==> src/sv/ldhc_pkg.sv <==
// Types and constants of the image header range checker.
// No dependencies; imported by every ldhc module.
package ldhc_pkg;

	localparam int AddrW = 16;
	// header sums reach start + length - 1 + bss, which needs two extra bits
	localparam int SumW  = 18;
	localparam int RegW  = 17;
	localparam int CfgIdxW  = 3;
	localparam int CfgDataW = 16;

	localparam logic [1:0] V_OK     = 2'd0;
	localparam logic [1:0] V_NOEXEC = 2'd1;
	localparam logic [1:0] V_NOMEM  = 2'd2;
	localparam logic [1:0] V_STACK  = 2'd3;

	localparam logic [CfgIdxW-1:0] CFG_EXPECTED_MAJOR = 3'd0;
	localparam logic [CfgIdxW-1:0] CFG_MAX_MINOR      = 3'd1;
	localparam logic [CfgIdxW-1:0] CFG_EXPECTED_CPU   = 3'd2;
	localparam logic [CfgIdxW-1:0] CFG_FLAG_LIMIT     = 3'd3;
	localparam logic [CfgIdxW-1:0] CFG_STACK_MINIMUM  = 3'd4;

	localparam logic [7:0] MAGIC0 = 8'h55;
	localparam logic [7:0] MAGIC1 = 8'h44;
	localparam logic [7:0] MAGIC2 = 8'h45;
	localparam logic [7:0] MAGIC3 = 8'h58;

	typedef struct packed {
		logic [7:0]  expected_major;
		logic [7:0]  max_minor;
		logic [7:0]  expected_cpu;
		logic [7:0]  flag_limit;
		logic [15:0] stack_minimum;
	} cfg_t;

	typedef struct packed {
		logic [1:0]      verdict;
		logic            img_keep;
		logic [AddrW-1:0] img_start;
		logic [SumW-1:0]  img_end;
		logic            stk_keep;
		logic [AddrW-1:0] stk_start;
		logic [SumW-1:0]  stk_end;
	} hdr_result_t;

endpackage

==> src/sv/ldhc_header_check.sv <==
// Header validation: identity bytes, image, entry and stack layout.
// Depends on ldhc_pkg.
module ldhc_header_check import ldhc_pkg::*; #(
	parameter int ADDRESS_BITS = 16
) (
	input  cfg_t             cfg,
	input  logic [63:0]      ident_bytes,
	input  logic [AddrW-1:0] image_start,
	input  logic [AddrW-1:0] image_length,
	input  logic [AddrW-1:0] zero_fill_length,
	input  logic [AddrW-1:0] entry_point,
	input  logic [AddrW-1:0] stack_start,
	input  logic [AddrW-1:0] stack_length,
	output hdr_result_t      res
);

	localparam logic [32:0] TopAddr = 33'((64'd1 << ADDRESS_BITS) - 64'd1);

	logic [SumW-1:0] img_last0;
	logic [SumW-1:0] img_last;
	logic [SumW-1:0] stk_last;
	logic            id_bad;

	assign img_last0 = SumW'(image_start) + SumW'(image_length) - SumW'(1);
	assign img_last  = img_last0 + SumW'(zero_fill_length);
	assign stk_last  = SumW'(stack_start) + SumW'(stack_length) - SumW'(1);

	assign id_bad = (ident_bytes[7:0] != MAGIC0) || (ident_bytes[15:8] != MAGIC1)
		|| (ident_bytes[23:16] != MAGIC2) || (ident_bytes[31:24] != MAGIC3)
		|| (ident_bytes[39:32] != cfg.expected_major)
		|| (ident_bytes[47:40] > cfg.max_minor)
		|| (ident_bytes[55:48] != cfg.expected_cpu)
		|| (ident_bytes[63:56] > cfg.flag_limit);

	always_comb begin
		res           = '0;
		res.img_start = image_start;
		res.img_end   = img_last;
		res.stk_start = stack_start;
		res.stk_end   = stk_last;
		if (id_bad || image_length == '0) begin
			res.verdict = V_NOEXEC;
		end else if (33'(img_last0) > TopAddr) begin
			res.verdict = V_NOMEM;
		end else if (entry_point < image_start || SumW'(entry_point) > img_last0) begin
			res.verdict = V_NOEXEC;
		end else if (33'(img_last) > TopAddr) begin
			res.verdict = V_NOMEM;
		end else begin
			res.img_keep = 1'b1;
			if (stack_length < cfg.stack_minimum || stack_length == '0
				|| 33'(stk_last) > TopAddr) begin
				res.verdict = V_STACK;
			end else begin
				res.stk_keep = 1'b1;
				if (SumW'(stack_start) <= img_last && SumW'(image_start) <= stk_last)
					res.verdict = V_STACK;
				else
					res.verdict = V_OK;
			end
		end
	end

endmodule

==> config.mk <==
export PLATFORM = sky130hd
export DESIGN_NAME = ldhc_header_check
export DESIGN_NICKNAME = d
export VERILOG_FILES = /design/src/sv/ldhc_pkg.sv /design/src/sv/ldhc_header_check.sv
export SDC_FILE = /design/constraint.sdc
export NUM_CORES = 1
export LEC_CHECK = 0
export ABC_AREA = 1
export BUFFER_PORTS_ARGS = -buffer_cell sky130_fd_sc_hd__buf_2
export CORE_UTILIZATION = 35
export DETAILED_ROUTE_END_ITERATION = 10
export SLEW_MARGIN = 15
export SYNTH_ARGS = -nofsm -noshare
export SYNTH_HDL_FRONTEND = slang
export SYNTH_SLANG_ARGS = --single-unit
==> constraint.sdc <==
create_clock -name vclk -period 4.5
set_input_delay 0.45 -clock vclk [all_inputs]
set_output_delay 0.45 -clock vclk [all_outputs]
set_load 0.01 [all_outputs]
-- Yosys cells after proc, flatten, opt, wreduce, memory -nomap -nowiden
Index checks and enable logic that the tools add are counted.
- register bits: 0
- bits in latches: 0
- memory bits (writable): 0
- ROM bits: 0
- logic and storage cells: 50
- memories: 0
- add/subtract/negate cells: 5
- multipliers: 0
- divide/modulo/power cells: 0
- order comparisons: 10
- equality and inequality tests: 6
- shift operators: 0
- mux-type cells: 15
- bitwise gates (word level): 0
- reduce and logical (&&, ||, !) cells: 14
- operators with widths (operator ; number):
    greater-than comparator 18 x 16 -> 1 bit (second input constant) ; 3
    less-or-equal comparator 16 x 18 -> 1 bit ; 2
    subtractor 17 x 1 -> 18 bit (second input constant) ; 2
    adder 16 x 16 -> 17 bit ; 2
    zero test 16 bit ; 2
    < comparator 16 bit ; 2
    inequality test 8 x 7 -> 1 bit (second input constant) ; 4
    adder 18 x 16 -> 18 bit ; 1
    greater-than comparator 16 x 18 -> 1 bit ; 1
    greater-than comparator 8 bit ; 2
    inequality test 8 bit ; 2
    2-to-1 mux 2 bit ; 6
    logical OR 1 bit ; 11
    2-to-1 mux 1 bit ; 9
    logical AND 1 bit ; 1

-- Depth between registers and ports, before layout
Gate-level depths: netlist (run 1).
- word-level depth: 11
- mapped depth: 34
- depth with buffers taken out: 34

-- Worst setup path after synthesis (run 1)
No wires, ideal clock.
- path type: input-to-output
- from: input port image_start[1]
- to: output port res[71] in the netlist's numbering
- arrival time: 4176 ps
- data required time: 4050 ps
- setup slack: -126 ps
- cell stages on the path: 30
- buffers on the path: 0
- cell sequence: inv_1 > ha_1 > inv_1 > ha_1 > inv_1 > fa_1 > o21bai_1 > xor2_1 > inv_1 > ha_1 > nand2_1 > o21ai_2 > nand3_1 > nand2_1 > xor2_1 > inv_1 > ha_1 > nand2_1 > nor2_1 > nand4_1 > o2111ai_1 > nand2_1 > nand2_1 > nand2_1 > nand2_1 > nand2_1 > nand2_1 > nand3_1 > nand2_1 > inv_1
- RTL lines (item ; RTL line ; source):
    start, declared ; ldhc_header_check.sv:8 ; input logic [AddrW-1:0] image_start,
    end, declared ; ldhc_header_check.sv:14 ; output hdr_result_t res

==> impl_metrics.ini, run 1 <==
[placed_design]
gp_congestion = 0.845
port_buffers = 280
dp_hpwl_um = 18500
pre_cts_slack_ns = -0.602
place_inst = 1596

[status]
violations = negative setup slack
outcome = complete, but fails checks

[timing]
slew_viol_final = 0
slew_headroom_pct = 67.4
max_freq_ghz = 0.206
post-route-period-util_pct = 108
setup-violations-final = 3
hold_viol_final = 0
setup_slack_ns = -0.360
max_slew.worst_pin.slew_ns = 0.485
rsz0062_at_grt = yes
fin_crit_ns = 4.86

[global_routing]
grt_overflow_total = 0
grt_antenna_before_repair = 0
grt_pass1_wl_um = 32100
grt_use_total_pct = 22.0
grt_max_degree = 6
first_global_vias = 7124

[die]
rows = 48
die_h_um = 135
io_pins = 280
core_region_area_um2 = 17200
chipWidth_um = 135
die-area_um2 = 18100
start_util_pct = 35.7

[layout]
layout.cells.non_filler = 1615
final.fill_count = 1683
seq_area_um2 = 0
antenna_cells = 0
nets = 1773
clkbuf_count = 0
nFlopsAndLatches = 0
area_growth_pct = 54.4
drive_gt1_share_pct = 41.9

[yosys]
syn_avg_cell_area_um2 = 6.31
synth_area_leaders = ha_1 (35%), inv_1 (17%), nand2_1 (9.0%)
syn_inst = 977
synth_area_leader_cell = ha_1
synth.net_count = 1358
synthTopCellsByCount = inv_1 (286), ha_1 (170), nand2_1 (148), a21oi_1 (82)
synthDistinctLibCells = 47
seq_area_frac_synth_pct = 0
synth.top_cell.area_share_pct = 34.5
ys_warn_count = 0
synth.most_common_cell = inv_1
syn_area_um2 = 6160

[critical_path]
cp_slowest_cell = ha_4
worstPathMaxFanout = 4
worstSetupPathType = input port to output pin
crit_top_cell = nand2_1
startpoint_type = input port
critPathBufInv = 8
cp.required_ns = 4.05
cp.arrival_ns = 4.41
endpoint_kind = output pin
cp_slowest_stage_delay_ns = 0.30
cp_top_family = compound AO/OA/AOI/OAI gates

[power_and_ir_drop]
p_per_area_nw_per_um2 = 308
ir_drop_v = 0.000144
power_leakage_nw = 5.71
p_total_mw = 2.93

[routing]
vias = 7326
drc_errors = 0
drt_iter0_drc = 163
wl_per_cell_um = 12.7
antenna_left = 0
wl_um = 20500
drt-vias-per-instance = 4.54
drt-pass1-iter-count = 4

[job]
maxCapViolCount = 0

[min_path]
hp-class = input port to output pin
## cell type report
class | count | area [µm²] | share of cell area (%)
multi-input combinational | 655 | 5430 | 57.1
inverter | 290 | 1100 | 11.6
tap | 225 | 282 | 2.96
timing repair buffer | 445 | 2700 | 28.4
## path summary, 6_finish.rpt
check	from	endpoint	cells past startpoint
hold / removal	stack_start[0]	res[18]	2
setup / recovery	image_start[3]	res[70]	33
## kinds of logic (layout without fill, tap and decap cells)
logic type | count (synthesis) | count (layout) | share of synthesized area [%]
compound gates | 162 | 162 | 16.1
xor+xnor | 41 | 41 | 5.95
fa+ha+maj | 173 | 173 | 35.5
buf+inv | 322 | 735 | 21.6
simple gates | 279 | 279 | 20.9
## layer usage
metal / vias to the layer above / GRT usage (%) / part of all wire [%]
met5: - / 0 / 0
met3: 18 / 3.23 / 5.8
met4: 0 / 2.93 / 1.2
li1: 3939 / - / -
met2: 187 / 42.8 / 50
met1: 3182 / 25.6 / 43
## timing repair
item	in CTS	in global routing
endpoints found under the hold margin	0	0
hold buffers	0	0
setup buffers	16	3
setup endpoints to repair	5	5
resized for setup	72	47
pin swaps	44	36
cloned	0	0
## power by group
part	total [mW]	internal, mW	switching (mW)	leakage (nW)
Sequential	0	0	0	0
Combinational	2.93	1.45	1.48	5.71
Clock	0	0	0	0
## metrics by stage
step | hold slack [ns] | TNS, ns | utilization, % | cell area (µm²)
floorplan | 0.992 | 0 | - | 6240
global route | 1.12 | -1.82 | 55.2 | 9510
global placement | 1.10 | -1.44 | 50.9 | 8780
detailed placement | 1.10 | -1.75 | 50.9 | 8780
CTS | 1.10 | -0.722 | 53.8 | 9270
finish | 1.10 | -0.778 | 55.2 | 9510
## cell usage in the layout, fill, tap and decap left out, drive strengths merged, types with 3 or more instances in the layout
cell and count:
nand4 15, inv 290, o21bai 6, nor4 19, a21boi 4, o21ai 31
xor2 31, nand3b 3, fa 3, nand3 32, o2111ai 4, buf 445
nor3 13, nor2 35, xnor2 10, nand2 156, o21a 5, a21oi 85
a211oi 5, o22ai 3, ha 170, or2 5, o211ai 8
Note: power is estimated with default switching activity, not from simulation.
==> inputs of run 2 (changes only) <==
==> constraint.sdc (replaced) <==
create_clock -name vclk -period 4.5
set_input_delay 0.45 -clock vclk [all_inputs]
set_output_delay 0.45 -clock vclk [all_outputs]
set_load 0.005 [all_outputs]
==> run 2 against run 1 <==
- the run still ends with negative setup slack left
- global-route usage increased by 0.80 points
- combinational power decreased by 4%
- sequential share of layout area unchanged
- routed wire length increased by 4.1%
- critical endpoint is now res[71]
==> impl_metrics.ini, run 2 (synthesis results as in run 1) <==
[status]
outcome = complete, but fails checks
violations = negative setup slack

[critical_path]
cp.arrival_ns = 4.32
cp.required_ns = 4.05
cp_slowest_stage_delay_ns = 0.31
cp_top_family = simple AND/OR/NAND/NOR gates
worstSetupPathType = input port to output pin
worstPathMaxFanout = 4
cp_slowest_cell = ha_4
startpoint = image_start[3]
startpoint_type = input port
crit_top_cell = nand2_1
endpoint_kind = output pin
critPathBufInv = 7

[power_and_ir_drop]
ir_drop_v = 0.000147
p_total_mw = 2.82
p_per_area_nw_per_um2 = 300
power_leakage_nw = 5.62

[placed_design]
dp_hpwl_um = 18900
gp_congestion = 0.876
place_inst = 1578
port_buffers = 280

[routing]
drc_errors = 0
wl_per_cell_um = 13.4
drt-vias-per-instance = 4.62
wl_um = 21400
antenna_left = 0
vias = 7384
drt_iter0_drc = 165
drt-pass1-iter-count = 4

[timing]
setup-violations-final = 4
rsz0062_at_grt = yes
max_slew.worst_pin.slew_ns = 0.505
tns_ns = -0.831
hold_viol_final = 0
slew_headroom_pct = 66.0
fin_crit_ns = 4.77
max_freq_ghz = 0.210
setup_slack_ns = -0.270
post-route-period-util_pct = 106
slew_viol_final = 0

[layout]
nFlopsAndLatches = 0
final.fill_count = 1752
drive_gt1_share_pct = 41.4
fin_util_pct = 54.5
multi_input_area_um2 = 5470
layout.cells.non_filler = 1600
final_cell_mix = buf_2 (274), inv_1 (268), ha_1 (146), buf_4 (146), nand2_1 (132)
seq_area_um2 = 0
final_common_cell = buf_2
clkbuf_count = 0
area_growth_pct = 52.5
nets = 1754

[die]
core_region_area_um2 = 17200
io_pins = 280
die_h_um = 135
rows = 48
start_util_pct = 35.7
chipWidth_um = 135
die-area_um2 = 18100

[global_routing]
grt_pass1_wl_um = 32900
grt_overflow_total = 0
first_global_vias = 7172
grt_max_degree = 6
grt_antenna_before_repair = 6
grt_use_total_pct = 22.8

[min_path]
min_from = stack_start[0]
hp-class = input port to output pin

[job]
maxCapViolCount = 0
[run 2: cell count changes in the layout (fill, tap and decap cells not counted), moves of 2 or more]
cell	previous run	this run
a21oi_1	70	68
nand2_1	136	132
diode_2	0	4
inv_2	22	18
inv_1	264	268
nor2_2	4	6
a21oi_2	12	15
buf_4	160	146
nor2_4	3	1
ha_1	148	146
nand2_4	1	4
buf_6	10	5
ha_4	21	23
[run 2: through the flow]
stage	cell area [µm²]	hold slack [ns]	setup slack, ns
2_1_floorplan	6160	0.981	0.0135
3_5_place_dp	8570	1.08	-0.500
6_report	9400	1.08	-0.270
4_1_cts	9160	1.08	-0.241
3_3_place_gp	8570	1.08	-0.442
5_1_grt	9400	1.09	-0.574
[run 2: final timing paths]
path / cells past startpoint / end
max: 33 / res[71]
min: 2 / res[18]
[run 2: where the power goes]
part | internal [mW] | switching (mW)
Sequential | 0 | 0
Combinational | 1.41 | 1.41
Clock | 0.000000119 | 0
Total | 1.41 | 1.41
[run 2: area by class of cell]
cell class | instances | area share (%)
multi-input combinational | 655 | 58.2
inverter | 290 | 11.7
timing repair buffer | 426 | 27.0
tap | 225 | 3.00
antenna | 4 | 0.107
[run 2: repair_timing]
item	in CTS	in global routing
gates resized for setup	90	40
hold buffers	0	0
buffers inserted	13	5
endpoints found under the setup margin	5	5
pin swaps	50	56
[run 2: metal layers]
layer,vias to the layer above,part of all wire [%],track usage (%)
li1,3906,-,-
met1,3235,40,25.0
met2,219,51,45.2
met3,22,6.5,3.38
met4,2,2.0,5.43
met5,-,0.051,0
==> inputs of run 3 (changes only) <==
--- a/config.mk
+++ b/config.mk
@@ -9,6 +9,7 @@
 export BUFFER_PORTS_ARGS = -buffer_cell sky130_fd_sc_hd__buf_2
 export CORE_UTILIZATION = 35
 export DETAILED_ROUTE_END_ITERATION = 10
+export RECOVER_POWER = 50
 export SLEW_MARGIN = 15
 export SYNTH_ARGS = -nofsm -noshare
 export SYNTH_HDL_FRONTEND = slang
==> run 3 against run 2 <==
- the flow still finishes with violations (negative setup slack)
- via count shrank 0.24%
- final cell count unchanged
- worst hold slack did not move
- sequential cell count is the same
- count of clock-buffer cells in the layout stayed put
- critical endpoint unchanged
==> impl_metrics.ini, run 3 (synthesis results as in run 1) <==
[die]
core_region_area_um2 = 17200
io_pins = 280
rows = 48
die-area_um2 = 18100
chipWidth_um = 135
die_h_um = 135
start_util_pct = 35.7

[critical_path]
cp.required_ns = 4.05
cp_slowest_stage_delay_ns = 0.31
worstSetupPathType = input port to output pin
endpoint_kind = output pin
critPathBufInv = 7
crit_top_cell = nand2_1
startpoint_type = input port
cp_slowest_cell = ha_4
worstPathMaxFanout = 4
cp.arrival_ns = 4.32
cp_top_family = simple AND/OR/NAND/NOR gates

[timing]
max_slew.worst_pin.slew_ns = 0.505
post-route-period-util_pct = 106
hold_viol_final = 0
setup_slack_ns = -0.273
slew_headroom_pct = 66.0
slew_viol_final = 0
max_freq_ghz = 0.210
fin_crit_ns = 4.77
rsz0062_at_grt = yes
tns_ns = -0.830
setup-violations-final = 4

[global_routing]
grt_use_total_pct = 22.8
grt_antenna_before_repair = 6
grt_overflow_total = 0
first_global_vias = 7172
grt_max_degree = 6
grt_pass1_wl_um = 32900

[routing]
drc_errors = 0
drt-pass1-iter-count = 4
vias = 7366
wl_um = 21300
antenna_left = 0
wl_per_cell_um = 13.3
drt_iter0_drc = 166
drt-vias-per-instance = 4.60

[power_and_ir_drop]
p_total_mw = 2.81
ir_drop_v = 0.000147
power_leakage_nw = 5.53
p_per_area_nw_per_um2 = 301

[status]
violations = negative setup slack
outcome = complete, but fails checks

[layout]
seq_area_um2 = 0
final_cell_mix = inv_1 (268), buf_2 (256), ha_1 (146)
fin_util_pct = 54.2
final.fill_count = 1764
clkbuf_count = 0
area_growth_pct = 51.5
nets = 1754
nFlopsAndLatches = 0
final_common_cell = inv_1
multi_input_area_um2 = 5470
drive_gt1_share_pct = 39.3

[placed_design]
gp_congestion = 0.876
port_buffers = 280
dp_hpwl_um = 18900
pre_cts_slack_ns = -0.500

[min_path]
hp-class = input port to output pin

[job]
maxCapViolCount = 0

[cts]
cts_hold_buf = 0
run 3: changes by cell type in the layout (fill, tap and decap cells not counted):
cell | before | now
buf_4 | 146 | 135
clkbuf_1 | 0 | 29
buf_2 | 274 | 256
run 3: power breakdown:
group,total (mW),switching (mW),internal (mW)
registers,0,0,0
clock network,0.000000119,0,0.000000119
logic,2.81,1.41,1.40
run 3: worst paths after layout:
check | from | slack, ns | cells past startpoint | endpoint
worst max-delay path | image_start[3] | -0.27 | 33 | res[71]
worst min-delay path | stack_start[0] | 1.08 | 2 | res[18]
run 3: layer usage:
metal / wire [µm] / part of all wire (%) / vias to the layer above / track usage, %
li1: - / - / 3908 / -
met1: 8560 / 40 / 3214 / 25.0
met2: 11000 / 51 / 220 / 45.2
met3: 1410 / 6.6 / 22 / 3.38
met4: 404 / 1.9 / 2 / 5.43
met5: 11 / 0.052 / - / 0
run 3: cell type report:
type / count / area share, %
Multi-Input combinational cell: 655 / 58.6
Inverter: 290 / 11.8
Antenna cell: 4 / 0.107
Timing Repair Buffer: 426 / 26.5
Tap cell: 225 / 3.02
run 3: metrics by stage:
step | hold slack, ns | instances | instance area (µm²)
after floorplan | 0.981 | 977 | 6160
after global placement | 1.08 | 1578 | 8570
after detailed placement | 1.08 | 1578 | 8570
after CTS | 1.08 | 1591 | 9160
after global routing | 1.09 | 1599 | 9330
final | 1.08 | 1600 | 9330
run 3: timing repair:
action | 4_1_cts | 5_1_grt
resized for setup | 90 | 40
buffers inserted | 13 | 5
pin swaps | 50 | 56
endpoints found under the setup margin | 5 | 5
